--- src/hdl/lst_pkg.sv ---
// Shared types and constants for the link sequence tracker.
package lst_pkg;

	// Event codes carried in the mode field.
	typedef enum logic [2:0] {
		MODE_ACCEPT_HELLO = 3'd0,
		MODE_REJECT       = 3'd1,
		MODE_TIMEOUT      = 3'd2,
		MODE_OBSERVE      = 3'd3,
		MODE_SET_CONTROL  = 3'd4,
		MODE_CLR_CONTROL  = 3'd5,
		MODE_STOP         = 3'd6,
		MODE_QUERY        = 3'd7
	} mode_t;

	// Link state codes.
	localparam logic [1:0] LINK_WAIT_HELLO = 2'd0;
	localparam logic [1:0] LINK_READY      = 2'd1;
	localparam logic [1:0] LINK_LOST       = 2'd2;

	// Observation outcome codes.
	localparam logic [1:0] DEC_NEW       = 2'd0;
	localparam logic [1:0] DEC_DUPLICATE = 2'd1;
	localparam logic [1:0] DEC_OLD       = 2'd2;

	localparam int SEQ_W = 32;
	localparam int GAP_W = 31;

	// Half of the sequence number space.
	localparam logic [SEQ_W-1:0] HALF_RANGE = 32'h8000_0000;

	// One input beat.
	typedef struct packed {
		logic [2:0]       mode;
		logic [SEQ_W-1:0] sequence_number;
		logic [SEQ_W-1:0] peer_id;
		logic             stop_flag;
	} req_t;

	// One result beat.
	typedef struct packed {
		logic [1:0]       decision;
		logic [GAP_W-1:0] gap;
		logic             peer_ready;
		logic [1:0]       link_status;
		logic             control_ok;
		logic             stop_latched;
		logic [SEQ_W-1:0] last_rx_sequence;
		logic [SEQ_W-1:0] last_control_sequence;
		logic [SEQ_W-1:0] total_gaps;
	} rsp_t;

endpackage

--- src/hdl/lst_req_if.sv ---
// Input channel of the link sequence tracker: one event per beat.
interface lst_req_if;
	logic        valid;
	logic        ready;
	logic [2:0]  mode;
	logic [31:0] sequence_number;
	logic [31:0] peer_id;
	logic        stop_flag;

	modport source (output valid, mode, sequence_number, peer_id, stop_flag, input ready);
	modport sink (input valid, mode, sequence_number, peer_id, stop_flag, output ready);
endinterface

--- src/hdl/lst_rsp_if.sv ---
// Result channel of the link sequence tracker: one status report per beat.
interface lst_rsp_if;
	logic        valid;
	logic        ready;
	logic [1:0]  decision;
	logic [30:0] gap;
	logic        peer_ready;
	logic [1:0]  link_status;
	logic        control_ok;
	logic        stop_latched;
	logic [31:0] last_rx_sequence;
	logic [31:0] last_control_sequence;
	logic [31:0] total_gaps;

	modport source (output valid, decision, gap, peer_ready, link_status, control_ok,
		stop_latched, last_rx_sequence, last_control_sequence, total_gaps, input ready);
	modport sink (input valid, decision, gap, peer_ready, link_status, control_ok,
		stop_latched, last_rx_sequence, last_control_sequence, total_gaps, output ready);
endinterface

--- src/hdl/lst_core.sv ---
// Tracker state and the per-event update that produces one result.
module lst_core (
	input  logic          clk,
	input  logic          arst_n,
	input  logic          take,
	input  lst_pkg::req_t item,
	output lst_pkg::rsp_t result
);
	import lst_pkg::*;

	logic [1:0]       link_mode_q, link_mode_d;
	logic             stop_q, stop_d;
	logic             control_q, control_d;
	logic             peer_known_q, peer_known_d;
	logic             base_known_q, base_known_d;
	logic [SEQ_W-1:0] peer_id_q, peer_id_d;
	logic [SEQ_W-1:0] rx_seq_q, rx_seq_d;
	logic [SEQ_W-1:0] control_seq_q, control_seq_d;
	logic [SEQ_W-1:0] gap_sum_q, gap_sum_d;

	logic [SEQ_W-1:0] diff;
	logic [SEQ_W-1:0] diff_m1;
	logic [1:0]       decision;
	logic [GAP_W-1:0] gap;
	logic             peer_ready;

	// Forward distance from the last accepted number and the gap it implies.
	assign diff    = item.sequence_number - rx_seq_q;
	assign diff_m1 = diff - SEQ_W'(1);

	// Next state and event outcome.
	always_comb begin
		link_mode_d   = link_mode_q;
		stop_d        = stop_q;
		control_d     = control_q;
		peer_known_d  = peer_known_q;
		base_known_d  = base_known_q;
		peer_id_d     = peer_id_q;
		rx_seq_d      = rx_seq_q;
		control_seq_d = control_seq_q;
		gap_sum_d     = gap_sum_q;
		decision      = DEC_NEW;
		gap           = '0;
		peer_ready    = 1'b0;
		case (mode_t'(item.mode))
			MODE_ACCEPT_HELLO: begin
				peer_known_d = 1'b1;
				peer_id_d    = item.peer_id;
				base_known_d = 1'b1;
				rx_seq_d     = item.sequence_number;
				control_d    = 1'b0;
				link_mode_d  = LINK_READY;
			end
			MODE_REJECT: begin
				link_mode_d  = LINK_WAIT_HELLO;
				peer_known_d = 1'b0;
				base_known_d = 1'b0;
				control_d    = 1'b0;
			end
			MODE_TIMEOUT: begin
				link_mode_d  = LINK_LOST;
				peer_known_d = 1'b0;
				base_known_d = 1'b0;
				control_d    = 1'b0;
			end
			MODE_OBSERVE: begin
				if (!base_known_q) begin
					base_known_d = 1'b1;
					rx_seq_d     = item.sequence_number;
				end else if (diff == '0) begin
					decision = DEC_DUPLICATE;
				end else if (diff < HALF_RANGE) begin
					gap       = diff_m1[GAP_W-1:0];
					gap_sum_d = gap_sum_q + {1'b0, diff_m1[GAP_W-1:0]};
					rx_seq_d  = item.sequence_number;
				end else begin
					decision = DEC_OLD;
				end
			end
			MODE_SET_CONTROL: begin
				control_d     = 1'b1;
				control_seq_d = item.sequence_number;
			end
			MODE_CLR_CONTROL: begin
				control_d = 1'b0;
			end
			MODE_STOP: begin
				stop_d = item.stop_flag;
				if (item.stop_flag) begin
					control_d = 1'b0;
				end
			end
			MODE_QUERY: begin
				peer_ready = (link_mode_q == LINK_READY) && peer_known_q &&
					(peer_id_q == item.peer_id);
			end
			default: begin
				peer_ready = 1'b0;
			end
		endcase
	end

	// Result reports the outcome and the state after the event.
	always_comb begin
		result.decision              = decision;
		result.gap                   = gap;
		result.peer_ready            = peer_ready;
		result.link_status           = link_mode_d;
		result.control_ok            = control_d;
		result.stop_latched          = stop_d;
		result.last_rx_sequence      = rx_seq_d;
		result.last_control_sequence = control_seq_d;
		result.total_gaps            = gap_sum_d;
	end

	// State registers, updated once per event taken.
	always_ff @(posedge clk or negedge arst_n) begin
		if (!arst_n) begin
			link_mode_q   <= LINK_WAIT_HELLO;
			stop_q        <= 1'b0;
			control_q     <= 1'b0;
			peer_known_q  <= 1'b0;
			base_known_q  <= 1'b0;
			peer_id_q     <= '0;
			rx_seq_q      <= '0;
			control_seq_q <= '0;
			gap_sum_q     <= '0;
		end else if (take) begin
			link_mode_q   <= link_mode_d;
			stop_q        <= stop_d;
			control_q     <= control_d;
			peer_known_q  <= peer_known_d;
			base_known_q  <= base_known_d;
			peer_id_q     <= peer_id_d;
			rx_seq_q      <= rx_seq_d;
			control_seq_q <= control_seq_d;
			gap_sum_q     <= gap_sum_d;
		end
	end

endmodule

--- src/hdl/link_sequence_tracker_top.sv ---
// Top level of the link sequence tracker: input register, tracker core, result register.
//
// The req channel takes one event per beat (mode, sequence_number, peer_id,
// stop_flag); the rsp channel returns exactly one status beat per event, in
// order. Both use valid/ready and a beat moves when both are high.
// An accepted event is held in the input register, is applied to
// the tracker state by combinational logic (two 32-bit subtracts, compares and
// an add) and lands in the result register, from which it is offered on rsp.
// Throughput is one event per cycle for as long as rsp is ready.
// When rsp stalls, the result register holds its beat, the input register
// holds the next event and req.ready drops once both are full; no event is
// lost and the state advances only when its result can be stored.
// Asynchronous reset (arst_n low) empties both registers, puts the link into
// wait-for-hello and clears every flag, sequence and the gap total.
module link_sequence_tracker_top (
	input  logic clk,
	input  logic arst_n,
	lst_req_if.sink   req,
	lst_rsp_if.source rsp
);
	import lst_pkg::*;

	logic valid_s1;
	req_t item_s1;
	logic valid_s2;
	rsp_t result_s2;
	rsp_t result;
	logic advance;

	// The stage moves when the result register is empty or being drained.
	assign advance   = !valid_s2 || rsp.ready;
	assign req.ready = !valid_s1 || advance;

	// Input register.
	always_ff @(posedge clk or negedge arst_n) begin
		if (!arst_n) begin
			valid_s1 <= 1'b0;
		end else if (req.ready) begin
			valid_s1 <= req.valid;
		end
	end

	always_ff @(posedge clk) begin
		if (req.ready && req.valid) begin
			item_s1.mode            <= req.mode;
			item_s1.sequence_number <= req.sequence_number;
			item_s1.peer_id         <= req.peer_id;
			item_s1.stop_flag       <= req.stop_flag;
		end
	end

	lst_core u_core (
		.clk    (clk),
		.arst_n (arst_n),
		.take   (valid_s1 && advance),
		.item   (item_s1),
		.result (result)
	);

	// Result register.
	always_ff @(posedge clk or negedge arst_n) begin
		if (!arst_n) begin
			valid_s2 <= 1'b0;
		end else if (advance) begin
			valid_s2 <= valid_s1;
		end
	end

	always_ff @(posedge clk) begin
		if (advance && valid_s1) begin
			result_s2 <= result;
		end
	end

	// Drive the result channel.
	assign rsp.valid                 = valid_s2;
	assign rsp.decision              = result_s2.decision;
	assign rsp.gap                   = result_s2.gap;
	assign rsp.peer_ready            = result_s2.peer_ready;
	assign rsp.link_status           = result_s2.link_status;
	assign rsp.control_ok            = result_s2.control_ok;
	assign rsp.stop_latched          = result_s2.stop_latched;
	assign rsp.last_rx_sequence      = result_s2.last_rx_sequence;
	assign rsp.last_control_sequence = result_s2.last_control_sequence;
	assign rsp.total_gaps            = result_s2.total_gaps;

endmodule
--- src/flat_wrapper.sv ---
// flat-port wrapper written by rule: the top's interface ports become plain ports
module link_sequence_tracker_top_flat import lst_pkg::*;
  (clk, arst_n, req_valid, req_mode, req_sequence_number, req_peer_id, req_stop_flag, req_ready, rsp_valid, rsp_decision, rsp_gap, rsp_peer_ready, rsp_link_status, rsp_control_ok, rsp_stop_latched, rsp_last_rx_sequence, rsp_last_control_sequence, rsp_total_gaps, rsp_ready);
  lst_req_if req_i ();
  lst_rsp_if rsp_i ();
  input  logic clk;
  input  logic arst_n;
  input wire logic [$bits(req_i.valid)-1:0] req_valid;
  input wire logic [$bits(req_i.mode)-1:0] req_mode;
  input wire logic [$bits(req_i.sequence_number)-1:0] req_sequence_number;
  input wire logic [$bits(req_i.peer_id)-1:0] req_peer_id;
  input wire logic [$bits(req_i.stop_flag)-1:0] req_stop_flag;
  output wire logic [$bits(req_i.ready)-1:0] req_ready;
  output wire logic [$bits(rsp_i.valid)-1:0] rsp_valid;
  output wire logic [$bits(rsp_i.decision)-1:0] rsp_decision;
  output wire logic [$bits(rsp_i.gap)-1:0] rsp_gap;
  output wire logic [$bits(rsp_i.peer_ready)-1:0] rsp_peer_ready;
  output wire logic [$bits(rsp_i.link_status)-1:0] rsp_link_status;
  output wire logic [$bits(rsp_i.control_ok)-1:0] rsp_control_ok;
  output wire logic [$bits(rsp_i.stop_latched)-1:0] rsp_stop_latched;
  output wire logic [$bits(rsp_i.last_rx_sequence)-1:0] rsp_last_rx_sequence;
  output wire logic [$bits(rsp_i.last_control_sequence)-1:0] rsp_last_control_sequence;
  output wire logic [$bits(rsp_i.total_gaps)-1:0] rsp_total_gaps;
  input wire logic [$bits(rsp_i.ready)-1:0] rsp_ready;
  assign req_i.valid = req_valid;
  assign req_i.mode = req_mode;
  assign req_i.sequence_number = req_sequence_number;
  assign req_i.peer_id = req_peer_id;
  assign req_i.stop_flag = req_stop_flag;
  assign req_ready = req_i.ready;
  assign rsp_valid = rsp_i.valid;
  assign rsp_decision = rsp_i.decision;
  assign rsp_gap = rsp_i.gap;
  assign rsp_peer_ready = rsp_i.peer_ready;
  assign rsp_link_status = rsp_i.link_status;
  assign rsp_control_ok = rsp_i.control_ok;
  assign rsp_stop_latched = rsp_i.stop_latched;
  assign rsp_last_rx_sequence = rsp_i.last_rx_sequence;
  assign rsp_last_control_sequence = rsp_i.last_control_sequence;
  assign rsp_total_gaps = rsp_i.total_gaps;
  assign rsp_i.ready = rsp_ready;
  link_sequence_tracker_top u_core (.clk(clk), .arst_n(arst_n), .req(req_i), .rsp(rsp_i));
endmodule
--- config.mk ---
export PLATFORM = sky130hd
export DESIGN_NAME = link_sequence_tracker_top_flat
export DESIGN_NICKNAME = d
export VERILOG_FILES = /design/src/hdl/lst_pkg.sv /design/src/hdl/lst_req_if.sv /design/src/hdl/lst_rsp_if.sv /design/src/hdl/lst_core.sv /design/src/hdl/link_sequence_tracker_top.sv /design/src/flat_wrapper.sv
export SDC_FILE = /design/constraint.sdc
export NUM_CORES = 1
export LEC_CHECK = 0
export ABC_AREA = 0
export ABC_CLOCK_PERIOD_IN_PS = 7700
export BUFFER_PORTS_ARGS = -buffer_cell sky130_fd_sc_hd__clkbuf_2
export CAP_MARGIN = 20
export CORE_MARGIN = 2
export CORE_UTILIZATION = 25
export CTS_BUF_LIST = sky130_fd_sc_hd__clkbuf_4
export DETAILED_ROUTE_END_ITERATION = 10
export GPL_TIMING_DRIVEN = 0
export PLACE_DENSITY = 0.44
export SKIP_CTS_REPAIR_TIMING = 1
export SLEW_MARGIN = 20
export SYNTH_ARGS = -nofsm -noshare
export SYNTH_HDL_FRONTEND = slang
export SYNTH_HIERARCHICAL = 1
export SYNTH_SLANG_ARGS = --single-unit
--- constraint.sdc ---
create_clock -name clk -period 7.7 [get_ports clk]
set_input_delay 1.54 -clock clk [delete_from_list [all_inputs] [get_ports clk]]
set_output_delay 1.54 -clock clk [all_outputs]
set_load 0.03 [all_outputs]
Yosys cells after proc, flatten, opt, wreduce, memory -nomap -nowiden
Index checks and enable logic that the tools add are counted. Widths: inputs -> output; s select.

Equal/unequal tests: 9. Muxes and demuxes: 17. Order comparisons: 1. Reduce and logical (&&, ||, !) cells: 21. Bitwise logic cells: 3. Add/subtract/negate cells: 3.

Operators by type and width (number): $mux 32 (8); $pmux 32 s2 (1); $add 32x31->32 (1); $eq 32x32->1 (1); $logic_not 32->1 (1); $lt 32x32->1 const B (1); $sub 32x32->32 (1); $sub 31x1->31 const B (1); $eq 3x3->1 const B (4); $reduce_and 2->1 (4); $reduce_or 4->1 (2); $eq 3x2->1 const B (2); $pmux 2 s3 (1); $logic_and 1x1->1 (4); $pmux 1 s2 (2); $reduce_bool 2->1 (2); $reduce_or 2->1 (2); $eq 3x1->1 const B (1); $logic_not 3->1 (1); $mux 1 (3); $not 1->1 (3); $pmux 1 s3 (1); $reduce_or 3->1 (1); $eq 2x1->1 const B (1); 3 further kinds (5).

Bits in registers: 338. Output and inout port bits: 136.

Logic depth before layout (Yosys ltp)
Gate-level depths: netlist of the first run.

Depth after elaboration: 7. Gate-level depth with buffers: 26.

Modules after synthesis
The synthesis of the first run kept the hierarchy.

Modules (own cells, without submodules): lst_core (seq. area each 3353.2 um^2, times used 1, area an instance 10945.5 um^2, cells an instance 1093); link_sequence_tracker_top (seq. area each 6115.9 um^2, times used 1, area an instance 6169.7 um^2, cells an instance 210).

Worst setup path before layout of the first run
No wires, ideal clock.

Path type: input-to-reg. From: input port rsp_ready. To: register u_core.u_core.rx_seq_q[15]. Stages: 8. Setup time: 0.127 ns. Path slack: 1.021 ns. Buffers on the path: 1. Arrival time: 6.552 ns. Cells stage by stage: nand2b_1 > and2_1 > nand2_1 > nor3_1 > and2_1 > a31oi_4 > buf_6 > mux2_1.

Cells in the longest elaborated chain, start to end: 2.

Ends and longest elaborated chain: from (decl) (line flat_wrapper.sv:24) `input wire logic [$bits(rsp_i.ready)-1:0] rsp_ready;`; $logic_or 1x1->1 (line link_sequence_tracker_top.sv:31) `assign advance = !valid_s2 || rsp.ready;`; $logic_and 1x1->1 (line link_sequence_tracker_top.sv:55) `.take (valid_s1 && advance),`; to (signal assigned) (line lst_core.sv:135) `rx_seq_q <= rx_seq_d;`; to (decl) (line lst_core.sv:17) `logic [SEQ_W-1:0] rx_seq_q, rx_seq_d;`.

No other way between the ends. A chain may end at the register's enable or synchronous reset.

==> results.ini, run 1 <==
[outcome]
run_status = completed

[global_route]
antenna_found_initial = 2
grt_overflow = 0
grt_util_all_layers_pct = 12.6
grt_max_degree = 70
first_global_vias = 11900
grt_pass1_wl_mm = 67.8

[synth]
yosys.cell_types.count = 78
ys_async_sr_fraction_pct = 40.2
synth_top_cell_area_share_pct = 35.4
syn-num-nets = 1442
post-synth-top-count-cell = sky130_fd_sc_hd__mux2_2
netlist_area_um2 = 17100
synth.ff_latch_count = 338
netlist.top_cell.by_area = sky130_fd_sc_hd__edfxtp_1
synth-seq-area-share_pct = 55.3
synth-main-ff-cell = sky130_fd_sc_hd__edfxtp_1
number_of_synthesized_flops_with_an_enable_pin = 202
ys_top_cells_by_count = 218 x sky130_fd_sc_hd__mux2_2, 202 x sky130_fd_sc_hd__edfxtp_1, 136 x sky130_fd_sc_hd__dfrtp_1
synthCells = 1303
synth.avg_cell_area_um2 = 13.1
synthTopCellsByArea = sky130_fd_sc_hd__edfxtp_1 35%, sky130_fd_sc_hd__dfrtp_1 20%, sky130_fd_sc_hd__mux2_2 14%, sky130_fd_sc_hd__ha_1 4.8%, sky130_fd_sc_hd__xnor2_1 3.4%
synth-warning-count = 6

[pwr]
power-per-cell-area_nw_per_um2 = 441
leakage_nw = 8.64
ir_drop_uv = 141

[placement]
place_hpwl_mm = 32.9
finalWeightedCongestion = 0.792
numPortBuffers = 207
placement.setup.worst_slack_ns = 0.749

[sta]
worst_case_hold_slack_ns = 0.486
report.final.hold_viol_count = 0
grt_setup_unrepaired = no
final-setup-viol-count = 0
max_slew.worst_pin.slew_ns = 1.03
least_setup_slack_across_all_paths_after_layout_ns = 0.803
fmax_mhz = 145
share_of_the_cycle_needed_by_the_critical_path_after_routing_pct = 89.6
period_needed_ns = 6.90
finClkSkew_ns = 0.0807
max-slew-margin-rel_pct = 31.1
timing.final.max_slew_violations = 0

[setup_path]
worst-setup-path-type = reg -> reg
timing.critical_path.required_ns = 8.26
worst-path-max-fanout = 5
worstSetupEndpointType = flop
critical_path.startpoint_type = flop
worst_ep_arrival_time_ns = 7.46
r2r_setup_slack_ns = 0.80

[detailed_routing]
postRouteAntennaNets = 0
drtPass1Iterations = 5
routedWlPerCell_um = 17.3
wirelength_mm = 44.4
detailroute.via_count = 11300
post-route-drc-count = 0
avgViaCountPerCell = 4.38
detail_route.iter0.violations = 440

[die]
core_area_um2 = 67500
design.portCount = 208
fp.dieW_um = 266
floorplan.die.height_um = 266
rows = 95
floorplan.die_area_um2 = 70600
floorplan.initialDensity_pct = 25.4

[clocking]
max-clock-path-buffers = 3
clkSlewWorstSetupHoldPaths_ns = 0.06
clock_insertion_delay_worst_skew_ns = 0.89
cts_num_sinks = 338
cts_tree = built
htree_levels = 3
cts_buffers = 98
cts.root.buffer_cell = sky130_fd_sc_hd__clkbuf_4

[cells_and_area]
multiInputGateArea_um2 = 7220
layout-area-overhead-vs-synth_pct = 21.0
design.final.nets = 1752
num-fill-cells = 6921
layout.area.seq_um2 = 9470
drive_above_1_share_pct = 37.4

[run]
max_cap_viols = 0

[min_path]
holdCritPathClass = reg -> reg

-- area by class of cell --
cell class,count,area share (%)
Buffer,42,1.14
Clock inverter,35,1.16
Multi-Input combinational cell,867,34.8
Clock buffer,148,5.37
Sequential cell,338,45.7
Antenna cell,3,0.0363
Tap cell,873,5.27
Inverter,56,1.02
Timing Repair Buffer,210,5.44
-- worst max-delay path: stages (launching register included) --
cell and delay, ns:
sky130_fd_sc_hd__edfxtp_1 0.51, sky130_fd_sc_hd__inv_1 0.10, sky130_fd_sc_hd__ha_1 0.16, sky130_fd_sc_hd__inv_1 0.05
sky130_fd_sc_hd__fa_1 0.39, sky130_fd_sc_hd__a21o_1 0.21, sky130_fd_sc_hd__a311oi_2 0.44, sky130_fd_sc_hd__o21ai_1 0.17
sky130_fd_sc_hd__a21oi_1 0.19, sky130_fd_sc_hd__xnor2_1 0.18, sky130_fd_sc_hd__a2111oi_0 0.77, sky130_fd_sc_hd__nand3_1 0.28
sky130_fd_sc_hd__or2_2 0.41, sky130_fd_sc_hd__nor4b_1 0.33, sky130_fd_sc_hd__xor2_1 0.33, sky130_fd_sc_hd__ha_1 0.36
sky130_fd_sc_hd__inv_1 0.13, sky130_fd_sc_hd__o21bai_1 0.09, sky130_fd_sc_hd__a21oi_1 0.14, sky130_fd_sc_hd__nor2_1 0.05
sky130_fd_sc_hd__o21ai_0 0.14, sky130_fd_sc_hd__nand2b_1 0.07, sky130_fd_sc_hd__a31oi_1 0.32, sky130_fd_sc_hd__nor4bb_1 0.10
sky130_fd_sc_hd__or3_1 0.40, sky130_fd_sc_hd__mux2_2 0.29
-- worst paths after layout --
check,start,to,cells past startpoint
max in group asynchronous,arst_n,u_core/rsp.valid,2
worst min register to register,u_core/u_core/peer_known_q,u_core/u_core/peer_known_q,1
min in group asynchronous,arst_n,u_core/u_core/link_mode_q[0],1
worst min-delay path,u_core/u_core/peer_known_q,u_core/u_core/peer_known_q,1
worst max-delay path,u_core/item_s1[33],u_core/rsp.total_gaps[30],25
worst max register to register,u_core/item_s1[33],u_core/rsp.total_gaps[30],25
-- registers in the layout, indices dropped and copies added, names as in the netlist --
signal                            flops
u_core/item_s1                       68
u_core/rsp.control_ok                 1
u_core/rsp.decision                   2
u_core/rsp.gap                       31
u_core/rsp.last_control_sequence     32
u_core/rsp.last_rx_sequence          32
u_core/rsp.link_status                2
u_core/rsp.peer_ready                 1
u_core/rsp.stop_latched               1
u_core/rsp.total_gaps                32
u_core/rsp.valid                      1
u_core/u_core/base_known_q            1
u_core/u_core/control_q               1
u_core/u_core/control_seq_q          32
u_core/u_core/gap_sum_q              32
u_core/u_core/link_mode_q             2
u_core/u_core/peer_id_q              32
u_core/u_core/peer_known_q            1
u_core/u_core/rx_seq_q               32
u_core/u_core/stop_q                  1
u_core/valid_s1                       1
-- power by group --
part	switching [W]	total [W]	internal, W
logic	0.00264	0.00455	0.00191
clock network	0.000820	0.00181	0.000985
registers	0.000273	0.00276	0.00249
-- cell usage in the layout (no fill, tap or decap), types with 23 or more instances in the layout --
cell type	Yosys	final
sky130_fd_sc_hd__nor3_1	24	24
sky130_fd_sc_hd__nor2b_1	33	33
sky130_fd_sc_hd__o21ai_0	30	30
sky130_fd_sc_hd__clkbuf_4	0	148
sky130_fd_sc_hd__nand3_1	24	24
sky130_fd_sc_hd__inv_1	56	56
sky130_fd_sc_hd__clkbuf_2	1	207
sky130_fd_sc_hd__nand2_1	40	40
sky130_fd_sc_hd__clkbuf_1	23	23
sky130_fd_sc_hd__xor2_1	44	44
sky130_fd_sc_hd__ha_1	65	65
sky130_fd_sc_hd__a21o_1	28	28
sky130_fd_sc_hd__nor2_1	43	43
sky130_fd_sc_hd__dfrtp_1	136	136
sky130_fd_sc_hd__mux2_2	218	218
sky130_fd_sc_hd__edfxtp_1	202	202
sky130_fd_sc_hd__a21oi_1	54	54
sky130_fd_sc_hd__xnor2_1	66	65
-- cells by family after synthesis --
| logic type | share of synthesized area, % |
|---|---|
| compound gates | 7.79 |
| xor+xnor | 5.63 |
| fa+ha+maj | 4.99 |
| buf+inv | 2.60 |
| flops | 55.3 |
| mux | 14.9 |
| simple gates | 8.82 |
-- routing by layer --
layer  track usage [%]  part of all wire [%]
met1              15.4                    43
met2              20.8                    48
met3              3.74                   6.1
met4              5.12                   2.6
met5                 0                     0
-- per-stage QoR --
stage          setup TNS [ns]  utilization, %  power [W]  instance area, µm²  instances
2_1_floorplan               0               -    0.00625               17100       1303
3_3_place_gp          -172.19            28.5    0.00731               19200       2383
3_5_place_dp                0            28.6    0.00737               19300       2386
4_1_cts                     0            30.7    0.00927               20700       2569
5_1_grt                     0            30.7    0.00990               20700       2571
6_report                    0            30.7    0.00912               20700       2572
(Power assumes the default switching activity.)
==> inputs of run 2 (changes only) <==
--- a/config.mk
+++ b/config.mk
@@ -9,6 +9,7 @@
 export ABC_CLOCK_PERIOD_IN_PS = 7700
 export BUFFER_PORTS_ARGS = -buffer_cell sky130_fd_sc_hd__clkbuf_2
 export CAP_MARGIN = 20
+export CORE_ASPECT_RATIO = 1.5
 export CORE_MARGIN = 2
 export CORE_UTILIZATION = 25
 export CTS_BUF_LIST = sky130_fd_sc_hd__clkbuf_4
==> results.ini, run 2 (synthesized netlist as in run 1, its figures left out) <==
[pwr]
p_sw_w = 0.00374  ; +0.18%
ir_drop_uv = 162  ; +15%
power-per-cell-area_nw_per_um2 = 436  ; -1.0%
internal_power_w = 0.00524  ; -2.7%
seqPwrFrac_pct = 30.7  ; +0.4 points
leakage_nw = 8.56  ; -0.89%
combinationalPowerShare_pct = 51.0  ; +1.1 points
clock_power_share_pct = 18.2  ; -1.6 points
netSwitchingFraction_pct = 41.6  ; +0.71 points

[clocking]
max-clock-path-buffers = 3  ; unchanged
clock_insertion_delay_worst_skew_ns = 0.86  ; -0.03 ns
cts_tree = built
cts_num_sinks = 338  ; unchanged
clkSlewWorstSetupHoldPaths_ns = 0.06  ; about the same
htree_levels = 3  ; unchanged
cts_buffers = 89  ; -9.2%
cts.root.buffer_cell = sky130_fd_sc_hd__clkbuf_4

[cells_and_area]
mostFrequentLayoutCell = sky130_fd_sc_hd__mux2_2
num-fill-cells = 6898  ; -0.33%
layout.area.seq_um2 = 9470  ; unchanged
layout-area-overhead-vs-synth_pct = 20.4
largest_register_ffs = 68  ; unchanged
finalCoreUtilization_pct = 30.4  ; -0.27 points
finish.instance_area_um2 = 20600  ; -0.50%
largest_register_by_flop_count = u_core/item_s1
drive_above_1_share_pct = 37.2  ; -0.28 points
post_layout_nonfiller_instances = 2578  ; +0.23%
multiInputGateArea_um2 = 7220  ; unchanged
layout_common_cells = 218 x sky130_fd_sc_hd__mux2_2, 207 x sky130_fd_sc_hd__clkbuf_2, 202 x sky130_fd_sc_hd__edfxtp_1
design.final.nets = 1745  ; -0.40%

[placement]
numPortBuffers = 207  ; unchanged
finalWeightedCongestion = 0.801  ; +1.0%
placed_area_um2 = 19400  ; +0.29%
placement.setup.worst_slack_ns = 0.642  ; -0.107 ns
place_hpwl_mm = 34.9  ; +6.2%
dpl.cell_count = 2407  ; +0.88%

[sta]
share_of_the_cycle_needed_by_the_critical_path_after_routing_pct = 89.7  ; +0.15 points
max_slew.worst_pin.slew_ns = 1.01  ; -0.0284 ns
timing.final.max_slew_violations = 0  ; unchanged
grt_setup_unrepaired = no
period_needed_ns = 6.91  ; +0.0116 ns
final-setup-viol-count = 0  ; unchanged
least_setup_slack_across_all_paths_after_layout_ns = 0.792  ; -0.0116 ns
worst_case_hold_slack_ns = 0.495  ; +0.00923 ns
max-slew-margin-rel_pct = 33.0  ; +1.9 points
fmax_mhz = 145  ; -0.17%
report.final.hold_viol_count = 0  ; unchanged
finClkSkew_ns = 0.0760  ; -0.00471 ns

[detailed_routing]
post-route-drc-count = 0  ; unchanged
drtPass1Iterations = 5  ; unchanged
postRouteAntennaNets = 0  ; unchanged
detail_route.iter0.violations = 401  ; -8.9%
routedWlPerCell_um = 17.7  ; +2.8%
avgViaCountPerCell = 4.39  ; +0.33%
detailroute.via_count = 11300  ; +0.57%
wirelength_mm = 45.7  ; +3.0%

[global_route]
grt_overflow = 0  ; unchanged
grt_max_degree = 69  ; -1.4%
grt_util_all_layers_pct = 13.1  ; +0.49 points
antenna_found_initial = 3  ; +1
grt_pass1_wl_mm = 69.8  ; +2.9%
first_global_vias = 12000  ; +0.59%

[setup_path]
critical_path_buf_inv_count = 3  ; unchanged
levels_on_crit_path = 25  ; unchanged
reg2regPathDepth = 25  ; unchanged
reg2reg_from = u_core/item_s1[33]
timing.critical_path.mode_cell = sky130_fd_sc_hd__inv_1
crit_start = u_core/item_s1[33]
timing.critical_path.slowest_stage_cell = sky130_fd_sc_hd__a2111oi_0
worstSetupEndpointType = flop
worst-path-max-fanout = 5  ; unchanged
r2r_setup_slack_ns = 0.79  ; about the same
reg2reg_capture_point = u_core/rsp.total_gaps[30]
worst_ep_arrival_time_ns = 7.47  ; about the same
timing.critical_path.required_ns = 8.26  ; about the same
timing.critical_path.max_delay_family = compound AO/OA/AOI/OAI gates
termination_of_the_worst_setup_path = u_core/rsp.total_gaps[30]
worst-setup-path-type = reg -> reg
critical_path.startpoint_type = flop
timing.critical_path.slowest_cell_delay_ns = 0.81  ; +0.04 ns

[die]
core_area_um2 = 67800  ; +0.39%
floorplan.initialDensity_pct = 25.3  ; -0.099 points
design.portCount = 208  ; unchanged
floorplan.die_area_um2 = 70600  ; about the same
rows = 117  ; +23%
fp.dieW_um = 218  ; -18%
floorplan.die.height_um = 324  ; +22%

[outcome]
run_status = completed

[min_path]
holdCritPathClass = reg -> reg

[run]
max_cap_viols = 0  ; unchanged

[run 2: stage by stage]
step | total power (W) | TNS [ns]
after global placement | 0.00735 | -183.39
final | 0.00898 | 0
after floorplan | 0.00625 | 0
after CTS | 0.00916 | 0
after detailed placement | 0.00742 | 0
after global routing | 0.00975 | 0
[run 2: worst min-delay path by stage]
stage,end,startpoint,depth (start not counted)
2_1_floorplan,u_core/u_core/peer_known_q,u_core/u_core/peer_known_q,1
3_3_place_gp,u_core/u_core/peer_known_q,u_core/u_core/peer_known_q,1
3_5_place_dp,u_core/u_core/peer_known_q,u_core/u_core/peer_known_q,1
4_1_cts,u_core/u_core/gap_sum_q[31],u_core/u_core/gap_sum_q[31],1
5_1_grt,u_core/u_core/control_seq_q[5],u_core/u_core/control_seq_q[5],1
6_report,u_core/u_core/gap_sum_q[31],u_core/u_core/gap_sum_q[31],1
[run 2: power by group through the flow]
stage | sequential [W] | clock, W | combinational [W]
2_1_floorplan | 0.00302 | 0 | 0.00323
3_3_place_gp | 0.00280 | 0 | 0.00455
3_5_place_dp | 0.00281 | 0 | 0.00462
4_1_cts | 0.00277 | 0.00174 | 0.00464
5_1_grt | 0.00282 | 0.00183 | 0.00510
6_report | 0.00276 | 0.00164 | 0.00459
[run 2: layout make-up]
cell class                 count  share of cell area, %
inverter                      56                   1.02
clock buffer                 134                   4.88
timing repair buffer         212                   5.63
clock inverter                33                  0.887
multi-input combinational    867                   35.0
tap                          892                   5.42
buffer                        42                   1.14
sequential                   338                   46.0
antenna                        4                 0.0486
[run 2: metal layers]
metal,GRT usage (%),share of wire [%]
met1,13.7,38
met2,24.1,54
met3,4.13,6.4
met4,4.85,2.4
met5,0,0.028
[run 2: worst reg2reg max path, cell delays in order (launching register included)]
cell and delay (ns):
sky130_fd_sc_hd__edfxtp_1 0.48, sky130_fd_sc_hd__inv_1 0.10, sky130_fd_sc_hd__ha_1 0.17, sky130_fd_sc_hd__inv_1 0.05
sky130_fd_sc_hd__fa_1 0.40, sky130_fd_sc_hd__a21o_1 0.21, sky130_fd_sc_hd__a311oi_2 0.46, sky130_fd_sc_hd__o21ai_1 0.18
sky130_fd_sc_hd__a21oi_1 0.19, sky130_fd_sc_hd__xnor2_1 0.18, sky130_fd_sc_hd__a2111oi_0 0.81, sky130_fd_sc_hd__nand3_1 0.28
sky130_fd_sc_hd__or2_2 0.42, sky130_fd_sc_hd__nor4b_1 0.33, sky130_fd_sc_hd__xor2_1 0.31, sky130_fd_sc_hd__ha_1 0.35
sky130_fd_sc_hd__inv_1 0.11, sky130_fd_sc_hd__o21bai_1 0.08, sky130_fd_sc_hd__a21oi_1 0.15, sky130_fd_sc_hd__nor2_1 0.05
sky130_fd_sc_hd__o21ai_0 0.14, sky130_fd_sc_hd__nand2b_1 0.07, sky130_fd_sc_hd__a31oi_1 0.30, sky130_fd_sc_hd__nor4bb_1 0.10
sky130_fd_sc_hd__or3_1 0.40, sky130_fd_sc_hd__mux2_2 0.32
==> inputs of run 3 (changes only) <==
--- a/config.mk
+++ b/config.mk
@@ -7,7 +7,7 @@
 export LEC_CHECK = 0
 export ABC_AREA = 0
 export ABC_CLOCK_PERIOD_IN_PS = 7700
-export BUFFER_PORTS_ARGS = -buffer_cell sky130_fd_sc_hd__clkbuf_2
+export BUFFER_PORTS_ARGS = -buffer_cell sky130_fd_sc_hd__buf_2
 export CAP_MARGIN = 20
 export CORE_ASPECT_RATIO = 1.5
 export CORE_MARGIN = 2
@@ -16,6 +16,7 @@
 export DETAILED_ROUTE_END_ITERATION = 10
 export GPL_TIMING_DRIVEN = 0
 export PLACE_DENSITY = 0.44
+export REMOVE_ABC_BUFFERS = 1
 export SKIP_CTS_REPAIR_TIMING = 1
 export SLEW_MARGIN = 20
 export SYNTH_ARGS = -nofsm -noshare
==> results.ini, run 3 (synthesized netlist as in run 1, its figures left out) <==
[outcome]
run_status = completed

[detailed_routing]
detail_route.iter0.violations = 338  ; -16%
wirelength_mm = 42.7  ; -6.6%
avgViaCountPerCell = 4.38  ; -0.26%
detailroute.via_count = 11100  ; -1.6%
drtPass1Iterations = 4  ; -1
postRouteAntennaNets = 0  ; unchanged
post-route-drc-count = 0  ; unchanged
routedWlPerCell_um = 16.8  ; -5.4%

[global_route]
grt_util_all_layers_pct = 12.3  ; -0.84 points
grt_pass1_wl_mm = 66.8  ; -4.2%
antenna_found_initial = 4  ; +1
grt_max_degree = 70  ; +1.4%
first_global_vias = 12000  ; -0.37%
grt_overflow = 0  ; unchanged

[clocking]
cts_num_sinks = 338  ; unchanged
cts.root.buffer_cell = sky130_fd_sc_hd__clkbuf_4
clock_insertion_delay_worst_skew_ns = 0.84  ; -0.02 ns
htree_levels = 3  ; unchanged
clkSlewWorstSetupHoldPaths_ns = 0.06  ; about the same
cts_buffers = 91  ; +2.2%
max-clock-path-buffers = 3  ; unchanged
cts_tree = built

[run]
max_cap_viols = 0  ; unchanged

[placement]
finalWeightedCongestion = 0.756  ; -5.6%
place_hpwl_mm = 31.5  ; -9.8%
numPortBuffers = 207  ; unchanged

[cells_and_area]
largest_register_ffs = 68  ; unchanged
largest_register_by_flop_count = u_core/item_s1
layout_common_cells = 218 x sky130_fd_sc_hd__mux2_2, 208 x sky130_fd_sc_hd__buf_2, 202 x sky130_fd_sc_hd__edfxtp_1
mostFrequentLayoutCell = sky130_fd_sc_hd__mux2_2
drive_above_1_share_pct = 37.7  ; +0.58 points
layout-area-overhead-vs-synth_pct = 20.5  ; about the same
finalCoreUtilization_pct = 30.4  ; about the same
design.final.nets = 1712  ; -1.9%

[setup_path]
worstSetupEndpointType = flop
timing.critical_path.slowest_cell_delay_ns = 0.71  ; -0.10 ns
r2r_setup_slack_ns = 1.04  ; +0.25 ns
timing.critical_path.required_ns = 8.25  ; about the same
worst-setup-path-type = reg -> reg
worst-path-max-fanout = 5  ; unchanged
timing.critical_path.slowest_stage_cell = sky130_fd_sc_hd__a2111oi_1
levels_on_crit_path = 25  ; unchanged
critical_path.startpoint_type = flop
timing.critical_path.max_delay_family = compound AO/OA/AOI/OAI gates
critical_path_buf_inv_count = 3  ; unchanged
worst_ep_arrival_time_ns = 7.21  ; -0.26 ns
reg2regPathDepth = 25  ; unchanged
reg2reg_capture_point = u_core/rsp.total_gaps[30]
timing.critical_path.mode_cell = sky130_fd_sc_hd__inv_1
reg2reg_from = u_core/item_s1[33]

[min_path]
hold-path-cell-count = 1  ; unchanged
hold_path.startpoint = u_core/u_core/control_seq_q[15]
hold_end = u_core/u_core/control_seq_q[15]
holdCritPathClass = reg -> reg

[pwr]
power-per-cell-area_nw_per_um2 = 438  ; +0.55%
ir_drop_uv = 164  ; +1.6%
leakage_nw = 8.54  ; -0.29%

[die]
floorplan.die.height_um = 324  ; unchanged
fp.dieW_um = 218  ; unchanged
rows = 117  ; unchanged
floorplan.initialDensity_pct = 25.3  ; unchanged
core_area_um2 = 67800  ; unchanged
floorplan.die_area_um2 = 70600  ; unchanged
design.portCount = 208  ; unchanged

[sta]
max-slew-margin-rel_pct = 31.1  ; -1.9 points
share_of_the_cycle_needed_by_the_critical_path_after_routing_pct = 86.5  ; -3.3 points
max_slew.worst_pin.slew_ns = 1.03  ; +0.0279 ns
finClkSkew_ns = 0.0620  ; -0.0140 ns
fmax_mhz = 150  ; +3.8%
report.final.hold_viol_count = 0  ; unchanged
period_needed_ns = 6.66  ; -0.251 ns
final-setup-viol-count = 0  ; unchanged
worst_case_hold_slack_ns = 0.501  ; +0.00600 ns
grt_setup_unrepaired = no
timing.final.max_slew_violations = 0  ; unchanged

==> run 3: cell count changes in the layout (fill, tap and decap cells not counted), moves of 2 or more <==
| cell | before | now |
|---|---|---|
| sky130_fd_sc_hd__diode_2 | 4 | 1 |
| sky130_fd_sc_hd__nor2_1 | 43 | 41 |
| sky130_fd_sc_hd__buf_2 | 1 | 208 |
| sky130_fd_sc_hd__buf_16 | 2 | 5 |
| sky130_fd_sc_hd__buf_8 | 0 | 2 |
| sky130_fd_sc_hd__clkbuf_4 | 134 | 143 |
| sky130_fd_sc_hd__clkinv_2 | 12 | 8 |
| sky130_fd_sc_hd__nor2_4 | 0 | 2 |
| sky130_fd_sc_hd__bufinv_16 | 1 | 3 |
| sky130_fd_sc_hd__clkbuf_2 | 207 | 0 |
| sky130_fd_sc_hd__clkbuf_1 | 23 | 0 |
| sky130_fd_sc_hd__buf_4 | 12 | 0 |
| sky130_fd_sc_hd__buf_6 | 4 | 0 |
| sky130_fd_sc_hd__clkinv_1 | 15 | 13 |
==> run 3: worst max-delay path by stage <==
stage	start	end	slack [ns]
after CTS	u_core/item_s1[33]	u_core/rsp.total_gaps[30]	0.69
after floorplan	rsp_ready	u_core/u_core/peer_id_q[0]	-0.43
final	u_core/item_s1[33]	u_core/rsp.total_gaps[30]	1.04
after detailed placement	u_core/item_s1[33]	u_core/rsp.total_gaps[30]	0.72
after global placement	rsp_ready	u_core/u_core/peer_id_q[30]	-4.05
after global routing	u_core/item_s1[33]	u_core/rsp.total_gaps[30]	0.27
==> run 3: cell type report <==
class | count | area (µm²)
Clock inverter | 28 | 206
Clock buffer | 143 | 1070
Multi-Input combinational cell | 867 | 7250
Tap cell | 892 | 1120
Sequential cell | 338 | 9470
Timing Repair Buffer | 219 | 1290
Fill cell | 6923 | 47200
Inverter | 56 | 210
Antenna cell | 1 | 2.50
==> run 3: power by group <==
part	switching, W	leakage (nW)	internal, W
Sequential	0.000261	3.64	0.00249
Combinational	0.00264	4.13	0.00192
Clock	0.000778	0.761	0.000949
==> run 3: metrics by stage <==
stage	worst slack [ns]	power (W)	instances	instance area, µm²	TNS [ns]
after floorplan	-0.432	0.00624	1261	16900	-13.96
after global placement	-4.05	0.00732	2360	19000	-462.98
after detailed placement	0.724	0.00739	2371	19300	0
after CTS	0.692	0.00922	2542	20600	0
after global routing	0.274	0.00983	2544	20600	0
final	1.04	0.00904	2544	20600	0
==> run 3: worst register-to-register path: stages (launching register included) <==
cell                        delay, ns
sky130_fd_sc_hd__edfxtp_1        0.43
sky130_fd_sc_hd__inv_1           0.08
sky130_fd_sc_hd__ha_1            0.16
sky130_fd_sc_hd__inv_1           0.06
sky130_fd_sc_hd__fa_1            0.40
sky130_fd_sc_hd__a21o_1          0.21
sky130_fd_sc_hd__a311oi_2        0.47
sky130_fd_sc_hd__o21ai_1         0.19
sky130_fd_sc_hd__a21oi_1         0.21
sky130_fd_sc_hd__xnor2_1         0.19
sky130_fd_sc_hd__a2111oi_1       0.72
sky130_fd_sc_hd__nand3_1         0.28
sky130_fd_sc_hd__or2_2           0.41
sky130_fd_sc_hd__nor4b_1         0.31
sky130_fd_sc_hd__xor2_1          0.30
sky130_fd_sc_hd__ha_1            0.34
sky130_fd_sc_hd__inv_1           0.11
sky130_fd_sc_hd__o21bai_1        0.08
sky130_fd_sc_hd__a21oi_1         0.14
sky130_fd_sc_hd__nor2_1          0.05
sky130_fd_sc_hd__o21ai_0         0.14
sky130_fd_sc_hd__nand2b_1        0.08
sky130_fd_sc_hd__a31oi_1         0.31
sky130_fd_sc_hd__nor4bb_1        0.10
sky130_fd_sc_hd__or3_1           0.40
sky130_fd_sc_hd__mux2_2          0.27
==> run 3: routing by layer <==
layer | vias to the layer above | share of wire, % | wire length (µm) | track usage [%]
met5 | - | 0.052 | 22 | 0
met3 | 75 | 6.3 | 2710 | 4.09
met4 | 4 | 3.1 | 1330 | 5.58
met2 | 246 | 51 | 22000 | 21.7
li1 | 5465 | - | - | -
met1 | 5353 | 39 | 16700 | 13.1
